--- src/hdl/slx_pkg.sv ---
package slx_pkg;

  typedef enum logic [3:0] {
    KIND_SEMI    = 4'd0,
    KIND_LPAREN  = 4'd1,
    KIND_RPAREN  = 4'd2,
    KIND_LBRACE  = 4'd3,
    KIND_RBRACE  = 4'd4,
    KIND_LBRACK  = 4'd5,
    KIND_RBRACK  = 4'd6,
    KIND_PLUS2   = 4'd7,
    KIND_PLUS3   = 4'd8,
    KIND_SHR     = 4'd9,
    KIND_STRING  = 4'd10,
    KIND_IDENT   = 4'd11,
    KIND_EOF     = 4'd12,
    KIND_BAD     = 4'd13,
    KIND_UNTERM  = 4'd14
  } kind_t;

  localparam logic [7:0] CH_TAB    = 8'h09;
  localparam logic [7:0] CH_CR     = 8'h0D;
  localparam logic [7:0] CH_LF     = 8'h0A;
  localparam logic [7:0] CH_SPACE  = 8'h20;
  localparam logic [7:0] CH_HASH   = 8'h23;
  localparam logic [7:0] CH_PCT    = 8'h25;
  localparam logic [7:0] CH_QUOTE  = 8'h27;
  localparam logic [7:0] CH_LPAREN = 8'h28;
  localparam logic [7:0] CH_RPAREN = 8'h29;
  localparam logic [7:0] CH_PLUS   = 8'h2B;
  localparam logic [7:0] CH_DOT    = 8'h2E;
  localparam logic [7:0] CH_SEMI   = 8'h3B;
  localparam logic [7:0] CH_GT     = 8'h3E;
  localparam logic [7:0] CH_LBRACK = 8'h5B;
  localparam logic [7:0] CH_RBRACK = 8'h5D;
  localparam logic [7:0] CH_US     = 8'h5F;
  localparam logic [7:0] CH_LBRACE = 8'h7B;
  localparam logic [7:0] CH_RBRACE = 8'h7D;

  // Number of result entries held between the lexer and the output port.
  localparam int Q_DEPTH = 4;

  typedef struct packed {
    logic first;
    logic second;
  } push_t;

  function automatic logic is_space(input logic [7:0] c);
    return (c == CH_SPACE) || ((c >= CH_TAB) && (c <= CH_CR));
  endfunction

  function automatic logic is_ident(input logic [7:0] c);
    return ((c >= 8'h30) && (c <= 8'h39)) || ((c >= 8'h41) && (c <= 8'h5A)) ||
           ((c >= 8'h61) && (c <= 8'h7A)) || (c == CH_US) || (c == CH_DOT) ||
           (c == CH_HASH) || (c == CH_PCT);
  endfunction

  function automatic kind_t punct_kind(input logic [7:0] c);
    kind_t k;
    unique case (c)
      CH_SEMI:   k = KIND_SEMI;
      CH_LPAREN: k = KIND_LPAREN;
      CH_RPAREN: k = KIND_RPAREN;
      CH_LBRACE: k = KIND_LBRACE;
      CH_RBRACE: k = KIND_RBRACE;
      CH_LBRACK: k = KIND_LBRACK;
      CH_RBRACK: k = KIND_RBRACK;
      default:   k = KIND_BAD;
    endcase
    return k;
  endfunction

endpackage

--- src/hdl/source_char_lexer_unit.sv ---
// Results are written into the result queue when their item is accepted and leave from its head.
// One item is taken per cycle while s_axis_tready is high; an item may push two results at once.
// A four-entry result queue decouples the sides; s_axis_tready drops while it holds three or more.
// Reset is synchronous: the lexer returns to idle at line 1, column 1, offset 0,
// and the result queue is emptied.
module source_char_lexer_unit #(
  parameter int  POS_WIDTH = 16,
  localparam int FIELD_W   = 4 + 3 * POS_WIDTH + 32 + 8,
  localparam int TDATA_W   = ((FIELD_W + 7) / 8) * 8
) (
  input  logic               clk,
  input  logic               rst,
  input  logic               s_axis_tvalid,
  output logic               s_axis_tready,
  input  logic [7:0]         s_axis_tdata,  // ch
  input  logic               s_axis_tuser,  // is_end
  output logic               m_axis_tvalid,
  input  logic               m_axis_tready,
  // token_kind, start_line, start_col, start_offset, token_len, bad_char, zero fill
  output logic [TDATA_W-1:0] m_axis_tdata,
  output logic               m_axis_tlast
);

  localparam int RES_W   = TDATA_W + 1;

  logic             room;
  logic             accept;
  slx_pkg::push_t   push;
  logic [RES_W-1:0] res0, res1;
  logic [RES_W-1:0] q_data;

  assign s_axis_tready = room;
  assign accept        = s_axis_tvalid & room;

  slx_core #(.POS_WIDTH(POS_WIDTH)) u_core (
    .clk    (clk),
    .rst    (rst),
    .accept (accept),
    .ch     (s_axis_tdata),
    .is_end (s_axis_tuser),
    .push   (push),
    .res0   (res0),
    .res1   (res1)
  );

  slx_outq #(.W(RES_W)) u_outq (
    .clk       (clk),
    .rst       (rst),
    .push      (push),
    .din0      (res0),
    .din1      (res1),
    .room      (room),
    .out_valid (m_axis_tvalid),
    .out_ready (m_axis_tready),
    .out_data  (q_data)
  );

  assign m_axis_tdata = q_data[TDATA_W-1:0];
  assign m_axis_tlast = q_data[TDATA_W];

endmodule

--- src/hdl/slx_core.sv ---
module slx_core #(
  parameter int  POS_WIDTH = 16,
  localparam int FIELD_W   = 4 + 3 * POS_WIDTH + 32 + 8,
  localparam int TDATA_W   = ((FIELD_W + 7) / 8) * 8,
  localparam int RES_W     = TDATA_W + 1
) (
  input  logic                clk,
  input  logic                rst,
  input  logic                accept,
  input  logic [7:0]          ch,
  input  logic                is_end,
  output slx_pkg::push_t      push,
  output logic [RES_W-1:0]    res0,
  output logic [RES_W-1:0]    res1
);

  typedef enum logic [2:0] {
    M_IDLE, M_PLUS1, M_PLUS2, M_GT, M_STR, M_IDENT, M_ERR
  } mode_t;

  typedef struct packed {
    logic [7:0]           bad;
    logic [POS_WIDTH-1:0] len;
    logic [31:0]          off;
    logic [POS_WIDTH-1:0] col;
    logic [POS_WIDTH-1:0] line;
    logic [3:0]           kind;
  } tok_t;

  mode_t                mode, mode_next;
  logic [POS_WIDTH-1:0] cur_line, cur_line_next;
  logic [POS_WIDTH-1:0] cur_col, cur_col_next;
  logic [31:0]          cur_offset, cur_offset_next;
  logic [POS_WIDTH-1:0] tok_line, tok_line_next;
  logic [POS_WIDTH-1:0] tok_col, tok_col_next;
  logic [31:0]          tok_offset, tok_offset_next;
  logic [POS_WIDTH-1:0] tok_len, tok_len_next;

  mode_t                il_mode;
  logic                 il_mark;
  logic                 il_v;
  tok_t                 il_tok;
  tok_t                 held_tok;
  tok_t                 tok_a, tok_b;
  logic                 a_v, b_v;
  logic [POS_WIDTH-1:0] len_inc;

  function automatic logic [POS_WIDTH-1:0] sat_pos(input logic [POS_WIDTH-1:0] v);
    return (&v) ? v : v + 1'b1;
  endfunction

  assign held_tok = '{bad: 8'd0, len: tok_len, off: tok_offset, col: tok_col,
                      line: tok_line, kind: slx_pkg::KIND_BAD};
  assign len_inc  = sat_pos(tok_len);

  always_comb begin
    il_mode = M_IDLE;
    il_mark = 1'b1;
    il_v    = 1'b0;
    il_tok  = '{bad: 8'd0, len: POS_WIDTH'(1), off: cur_offset, col: cur_col,
                line: cur_line, kind: slx_pkg::punct_kind(ch)};
    if (slx_pkg::is_space(ch)) begin
      il_mark = 1'b0;
    end else if (ch == slx_pkg::CH_PLUS) begin
      il_mode = M_PLUS1;
    end else if (ch == slx_pkg::CH_GT) begin
      il_mode = M_GT;
    end else if (slx_pkg::punct_kind(ch) != slx_pkg::KIND_BAD) begin
      il_v = 1'b1;
    end else if (ch == slx_pkg::CH_QUOTE) begin
      il_mode = M_STR;
    end else if (slx_pkg::is_ident(ch)) begin
      il_mode = M_IDENT;
    end else begin
      il_v    = 1'b1;
      il_tok.bad = ch;
      il_mode = M_ERR;
    end
  end

  always_comb begin
    mode_next       = mode;
    cur_line_next   = cur_line;
    cur_col_next    = cur_col;
    cur_offset_next = cur_offset;
    tok_line_next   = tok_line;
    tok_col_next    = tok_col;
    tok_offset_next = tok_offset;
    tok_len_next    = tok_len;
    a_v   = 1'b0;
    b_v   = 1'b0;
    tok_a = held_tok;
    tok_b = il_tok;
    if (accept) begin
      if (is_end) begin
        unique case (mode)
          M_PLUS1: begin
            a_v = 1'b1;
            tok_a.bad = slx_pkg::CH_PLUS;
          end
          M_PLUS2: begin
            a_v = 1'b1;
            tok_a.kind = slx_pkg::KIND_PLUS2;
          end
          M_GT: begin
            a_v = 1'b1;
            tok_a.bad = slx_pkg::CH_GT;
          end
          M_STR: begin
            a_v = 1'b1;
            tok_a.kind = slx_pkg::KIND_UNTERM;
          end
          M_IDENT: begin
            a_v = 1'b1;
            tok_a.kind = slx_pkg::KIND_IDENT;
          end
          default: a_v = 1'b0;
        endcase
        b_v   = 1'b1;
        tok_b = '{bad: 8'd0, len: '0, off: cur_offset, col: cur_col,
                  line: cur_line, kind: slx_pkg::KIND_EOF};
        mode_next       = M_IDLE;
        cur_line_next   = POS_WIDTH'(1);
        cur_col_next    = POS_WIDTH'(1);
        cur_offset_next = '0;
        tok_line_next   = POS_WIDTH'(1);
        tok_col_next    = POS_WIDTH'(1);
        tok_offset_next = '0;
        tok_len_next    = '0;
      end else begin
        unique case (mode)
          M_ERR: a_v = 1'b0;
          M_PLUS1: begin
            if (ch == slx_pkg::CH_PLUS) begin
              tok_len_next = POS_WIDTH'(2);
              mode_next    = M_PLUS2;
            end else begin
              a_v       = 1'b1;
              tok_a.bad = slx_pkg::CH_PLUS;
              mode_next = M_ERR;
            end
          end
          M_GT: begin
            a_v = 1'b1;
            if (ch == slx_pkg::CH_GT) begin
              tok_a.kind = slx_pkg::KIND_SHR;
              tok_a.len  = POS_WIDTH'(2);
              mode_next  = M_IDLE;
            end else begin
              tok_a.bad = slx_pkg::CH_GT;
              mode_next = M_ERR;
            end
          end
          M_STR: begin
            tok_len_next = len_inc;
            if (ch == slx_pkg::CH_QUOTE) begin
              a_v        = 1'b1;
              tok_a.kind = slx_pkg::KIND_STRING;
              tok_a.len  = len_inc;
              mode_next  = M_IDLE;
            end
          end
          M_PLUS2, M_IDENT: begin
            if ((mode == M_PLUS2) && (ch == slx_pkg::CH_PLUS)) begin
              a_v        = 1'b1;
              tok_a.kind = slx_pkg::KIND_PLUS3;
              tok_a.len  = POS_WIDTH'(3);
              mode_next  = M_IDLE;
            end else if ((mode == M_IDENT) && slx_pkg::is_ident(ch)) begin
              tok_len_next = len_inc;
            end else begin
              a_v        = 1'b1;
              tok_a.kind = (mode == M_PLUS2) ? slx_pkg::KIND_PLUS2 : slx_pkg::KIND_IDENT;
              b_v        = il_v;
              mode_next  = il_mode;
              if (il_mark) begin
                tok_line_next   = cur_line;
                tok_col_next    = cur_col;
                tok_offset_next = cur_offset;
                tok_len_next    = POS_WIDTH'(1);
              end
            end
          end
          default: begin
            b_v       = il_v;
            mode_next = il_mode;
            if (il_mark) begin
              tok_line_next   = cur_line;
              tok_col_next    = cur_col;
              tok_offset_next = cur_offset;
              tok_len_next    = POS_WIDTH'(1);
            end
          end
        endcase
        if (ch == slx_pkg::CH_LF) begin
          cur_line_next = sat_pos(cur_line);
          cur_col_next  = POS_WIDTH'(1);
        end else begin
          cur_col_next = sat_pos(cur_col);
        end
        cur_offset_next = (&cur_offset) ? cur_offset : cur_offset + 32'd1;
      end
    end
  end

  assign push.first  = a_v | b_v;
  assign push.second = a_v & b_v;
  assign res0 = a_v ? {~b_v, TDATA_W'(tok_a)} : {1'b1, TDATA_W'(tok_b)};
  assign res1 = {1'b1, TDATA_W'(tok_b)};

  always_ff @(posedge clk) begin
    if (rst) begin
      mode       <= M_IDLE;
      cur_line   <= POS_WIDTH'(1);
      cur_col    <= POS_WIDTH'(1);
      cur_offset <= '0;
      tok_line   <= POS_WIDTH'(1);
      tok_col    <= POS_WIDTH'(1);
      tok_offset <= '0;
      tok_len    <= '0;
    end else begin
      mode       <= mode_next;
      cur_line   <= cur_line_next;
      cur_col    <= cur_col_next;
      cur_offset <= cur_offset_next;
      tok_line   <= tok_line_next;
      tok_col    <= tok_col_next;
      tok_offset <= tok_offset_next;
      tok_len    <= tok_len_next;
    end
  end

endmodule

--- src/hdl/slx_outq.sv ---
module slx_outq #(
  parameter int W = 97
) (
  input  logic           clk,
  input  logic           rst,
  input  slx_pkg::push_t push,
  input  logic [W-1:0]   din0,
  input  logic [W-1:0]   din1,
  output logic           room,
  output logic           out_valid,
  input  logic           out_ready,
  output logic [W-1:0]   out_data
);

  localparam int PW = $clog2(slx_pkg::Q_DEPTH);
  localparam int CW = $clog2(slx_pkg::Q_DEPTH + 1);

  logic [W-1:0]  mem [slx_pkg::Q_DEPTH];
  logic [PW-1:0] wr_ptr, rd_ptr;
  logic [CW-1:0] count;
  logic          pop;
  logic [CW-1:0] n_push;

  assign pop       = out_valid & out_ready;
  assign n_push    = CW'(push.first) + CW'(push.second);
  assign room      = count <= CW'(slx_pkg::Q_DEPTH - 2);
  assign out_valid = count != '0;
  assign out_data  = mem[rd_ptr];

  always_ff @(posedge clk) begin
    if (rst) begin
      wr_ptr <= '0;
      rd_ptr <= '0;
      count  <= '0;
    end else begin
      wr_ptr <= wr_ptr + PW'(n_push);
      rd_ptr <= rd_ptr + PW'(pop);
      count  <= count + n_push - CW'(pop);
    end
  end

  always_ff @(posedge clk) begin
    if (push.first) begin
      mem[wr_ptr] <= din0;
    end
    if (push.second) begin
      mem[PW'(wr_ptr + 1'b1)] <= din1;
    end
  end

endmodule

--- config.mk ---
export PLATFORM = sky130hd
export DESIGN_NAME = source_char_lexer_unit
export DESIGN_NICKNAME = d
export VERILOG_FILES = /design/src/hdl/slx_pkg.sv /design/src/hdl/source_char_lexer_unit.sv /design/src/hdl/slx_core.sv /design/src/hdl/slx_outq.sv
export SDC_FILE = /design/constraint.sdc
export NUM_CORES = 1
export LEC_CHECK = 0
export ABC_AREA = 0
export BUFFER_PORTS_ARGS = -buffer_cell sky130_fd_sc_hd__buf_4
export CAP_MARGIN = 20
export CORE_MARGIN = 2
export CORE_UTILIZATION = 55
export DETAILED_ROUTE_END_ITERATION = 16
export GPL_ROUTABILITY_DRIVEN = 0
export PLACE_DENSITY = 0.69
export SYNTH_ARGS = -nofsm -noshare
export SYNTH_HDL_FRONTEND = slang
export SYNTH_HIERARCHICAL = 1
export SYNTH_SLANG_ARGS = --single-unit
--- constraint.sdc ---
create_clock -name clk -period 32.9 [get_ports clk]
set_input_delay 8.225 -clock clk [delete_from_list [all_inputs] [get_ports clk]]
set_output_delay 8.225 -clock clk [all_outputs]
set_load 0.02 [all_outputs]
* Word-level counts from Yosys, hierarchy flattened
Memory sizes are Yosys's and may differ from the RTL's. A register that Yosys moved wholly into a read port is not among the register bits.
Cells that the tools add are included.
** Word-level totals
- Register bits :: 154
- Bits in writable memories :: 388
- Input port bits :: 13
- Memories :: 1
** Operators by class
- Add/sub/neg operators :: 10
- Order comparisons :: 9
- Eq/ne operators :: 34
- Mux-type cells :: 100
- Bitwise logic cells :: 5
- Reductions and logical operators :: 29
** Memories
- u_outq.mem :: words 4, width 97, rd ports 1, clocked after Yosys merged registers in 1, wr ports 2, RTL line slx_outq.sv:18 : logic [W-1:0] mem [slx_pkg::Q_DEPTH];
** Operators with widths (count)
- $mux W16 :: 24
- $mux W32 :: 6
- $mux W92 :: 2
- $mux W97 :: 1
- $eq A8 B6 Y1 const B :: 10
- $pmux W16 S2 :: 2
- $pmux W16 S4 :: 1
- $pmux W32 S2 :: 1
- $add A16 B1 Y16 const B :: 3
- $mux W8 :: 6
- $pmux W16 S3 :: 1
- $reduce_and A16 Y1 :: 3
- $eq A8 B7 Y1 const B :: 5
- $mux W3 :: 13
- $add A32 B1 Y32 const B :: 1
- $mux W4 :: 8
- $reduce_and A32 Y1 :: 1
- $pmux W4 S7 :: 1
- $mux W24 :: 1
- $pmux W4 S3 :: 2
- $pmux W6 S2 :: 2
- $mux W1 :: 21
- $mux W6 :: 3
- $ge A8 B7 Y1 const B :: 2
- 39 further kinds :: 67

* Logic depth before layout (Yosys ltp)
- Word-level depth :: 23
- Mapped depth :: 18
- Depth with buffers taken out :: 14

* Hierarchy
Netlist, hierarchy kept.
** Modules (own cells, without submodules)
- slx_outq :: instances 1, cells an instance 982, area each 19024.5 um^2
- slx_core :: instances 1, cells an instance 1058, area each 8923.6 um^2
- source_char_lexer_unit :: instances 1, cells an instance 1, area each 6.3 um^2

* Worst setup path after synthesis
Ideal clock, no wire load.
- Kind :: input-to-reg
- From :: input port s_axis_tdata[4]
- To :: memory u_outq.mem[0][0], enable pin
- Arrival :: 17.117 ns
- Slack :: 15.097 ns
- Cell stages on the path :: 12
- Path buffers :: 4
- Cells stage by stage :: buf_6 or4b_1 buf_2 nor4_4 o41a_1 a41o_4 and2_1 buf_4 buf_6 or2_2 nand2b_1 o21ai_0
** RTL lines
- start: declaration :: RTL line source_char_lexer_unit.sv:15 : input logic [7:0] s_axis_tdata,
- end: declaration :: RTL line slx_outq.sv:18

==> flow_metrics.tcl <==
set metrics [dict create \
    fin_area_um2 30800 \
    synth_top_area_frac 0.417 \
    rsz0062_at_grt "no" \
    antenna_found_initial 2 \
    cts_setup_buffers 0 \
    setup_ws_ns 20.72 \
    num_rows 82 \
    slew_headroom 0.231 \
    instances_no_fill 2812 \
    cp.required_ns 33.12 \
    grt_max_degree 66 \
    synth.most_common_cell "mux2_2" \
    cp_top_family "simple AND/OR/NAND/NOR gates" \
    regArea_um2 14700 \
    slew_violations 0 \
    cp_slowest_cell "buf_4" \
    setup_violations 0 \
    fin_skew_ns 0.0149 \
    dp_hpwl_mm 39.2 \
    drc 0 \
    grt.met2_usage 0.431 \
    wl_mm 68.0 \
    crit_buf_inv 3 \
    vias_per_cell 6.39 \
    swShare 0.310 \
    clockBufferDepth 3 \
    total_power_mw 2.08 \
    cpMostUsedCell "buf_4" \
    synth_cell_type_count 86 \
    place_inst 2706 \
    core_um2 50200 \
    cts_htree_levels 2 \
    worstPathMaxFanout 65 \
    clk_latency_ns 0.61 \
    grt_pass1_wl_mm 106 \
    syn_to_final_growth_pct 10.3 \
    grt_util_met1 0.352 \
    grtUsageTotal 0.257 \
    synth_area_per_cell_um2 13.7 \
    cpPeakStageDelay_ns 0.88 \
    cp_cell_sequence "buf_4, or4b_1, nor4_4, o41a_1, a41o_4, and2_2, buf_4, or2_2, nand2b_1, o21ai_4, buf_4" \
    cp-start-kind "primary input" \
    antenna_cells 0 \
    min_period_over_period 0.370 \
    synth_commonest_cells "393 x mux2_2, 388 x edfxtp_1, 154 x dfxtp_1" \
    min_period_ns 12.18 \
    combPwrFrac 0.281 \
    io_pins 112 \
    yosysTopAreaCell "edfxtp_1" \
    multiInputGateArea_um2 12300 \
    synthFlopType "edfxtp_1" \
    cts_hold_buf 0 \
    io_buffer_count 111 \
    netlist_instances 2041 \
    finalHoldViolCount 0 \
    first_pass_iters 8 \
    power_density_nw_per_um2 67.4 \
    start_util 0.557 \
    internal-power_mw 1.43 \
    vias 18000 \
    ant_nets 0 \
    max_freq_mhz 82.1 \
    die_area_um2 52600 \
    fin_util 0.614 \
    place_ws_ns 20.17 \
    seq_area_frac_synth 0.527 \
    synth_area_um2 28000 \
    synthArstFlopShare 0 \
    die_x_um 229 \
    arrival_ns 12.40 \
    clock_sinks 542 \
    postPlaceCellArea_um2 29000 \
    outcome "completed" \
    drive_gt1_frac 0.346 \
    min_path_type "reg -> reg" \
    busiest_layer "met2" \
    peakVddDrop_mv 0.0592 \
    clockPowerShare 0.295 \
    post_cts_resized 0 \
    grt_pass1_vias 18100 \
    wl_per_cell_um 24.2 \
    fill_cells 3855 \
    cp-end-kind "flop" \
    grt.overflow.total 0 \
    holdWs_ns 0.467 \
    tightest_slew_ns 1.15 \
    final_nets 2118 \
    ys_top_cells_by_area "edfxtp_1 42%, mux2_2 16%, dfxtp_1 11%" \
    seqPwrFrac 0.425 \
    numCtsBuffers 55 \
    synth-seq-cells 542 \
    clkTransAtPathRegs_ns 0.06 \
    gr-usage-met3 0.0319 \
    path_class "in -> reg" \
    setup_tns_ns 0 \
    yosysWarnings 6 \
    die_y_um 229 \
    root_buffer "clkbuf_16" \
    switchingPower_mw 0.645 \
    synth_edf_count 388 \
    drv_cap 0 \
    cts_tree "yes" \
    leakage_nw 10.8 \
    drt_iter0_drc 1360 \
]
-- path summary, 6_finish.rpt --
path	slack, ns	startpoint	end	cells past startpoint
hold reg to reg	0.47	u_core/tok_col[15]	u_core/tok_col[15]	2
setup reg to reg	28.18	u_core/mode[1]	u_outq/mem[2][1]	10
hold / removal	0.47	u_core/tok_col[15]	u_core/tok_col[15]	2
setup / recovery	20.72	s_axis_tdata[4]	u_outq/mem[0][43]	11
-- cells by family after synthesis --
group                      after synthesis  synth area share
buffers and inverters                  199            0.0389
and+or+nand+nor                        439            0.0840
AOI/OAI and AO/OA                      240            0.0646
DFF                                    542             0.527
xor gates and xnor gates                51            0.0170
adders and majority gates               12           0.00564
other                                    2          0.000269
muxes                                  556             0.263
-- area by class of cell --
| cell class | count | area share |
|---|---|---|
| clock inverters | 20 | 0.00426 |
| flip-flops and latches | 542 | 0.478 |
| repair buffers | 142 | 0.0345 |
| multi-input cells | 1322 | 0.399 |
| inverters | 30 | 0.00365 |
| clock buffers | 84 | 0.0535 |
| well taps | 672 | 0.0273 |
-- worst min-delay path, delay by kind of cell (launching register included) --
family / cells / cell delay, ns
simple gates: 1 / 0.05
mux: 1 / 0.06
flops: 1 / 0.31
-- state kept, by name (all words and copies together) (netlist names) --
signal and cells:
u_core/tok_col 16, u_core/tok_offset 32, u_core/tok_line 16, u_core/cur_line 16
u_core/tok_len 16, u_outq/wr_ptr 2, u_core/cur_col 16, u_outq/mem 388
u_outq/rd_ptr 2, u_core/cur_offset 32, u_core/mode 3, u_outq/count 3
-- metal layers --
layer / part of all wire / vias to the layer above
met2: 0.49 / 648
met3: 0.061 / 127
met4: 0.025 / 2
met5: 0.00019 / -
li1: - / 8075
met1: 0.43 / 9107
-- power by group through the flow --
stage | clock network, mW | logic, mW | registers (mW)
after floorplan | 0 | 0.380 | 0.896
after global placement | 0 | 0.587 | 0.894
after detailed placement | 0 | 0.588 | 0.899
after CTS | 0.623 | 0.590 | 0.884
after global routing | 0.649 | 0.615 | 0.892
final | 0.612 | 0.583 | 0.883
-- cells in the final DEF, fill, tap and decap left out, types with 17 or more instances in the layout --
master	count
mux2_2	393
edfxtp_1	388
dfxtp_1	152
buf_4	141
nor2_1	105
mux4_2	97
nand3_1	74
nand2_1	61
a32o_1	61
clkbuf_16	57
mux2_1	55
o21ai_0	48
a21oi_1	41
nand4_1	36
nor3_1	32
inv_1	30
xnor2_1	30
conb_1	24
xor2_1	19
and3_1	17
No activity file was read; power rests on OpenSTA's default activity.
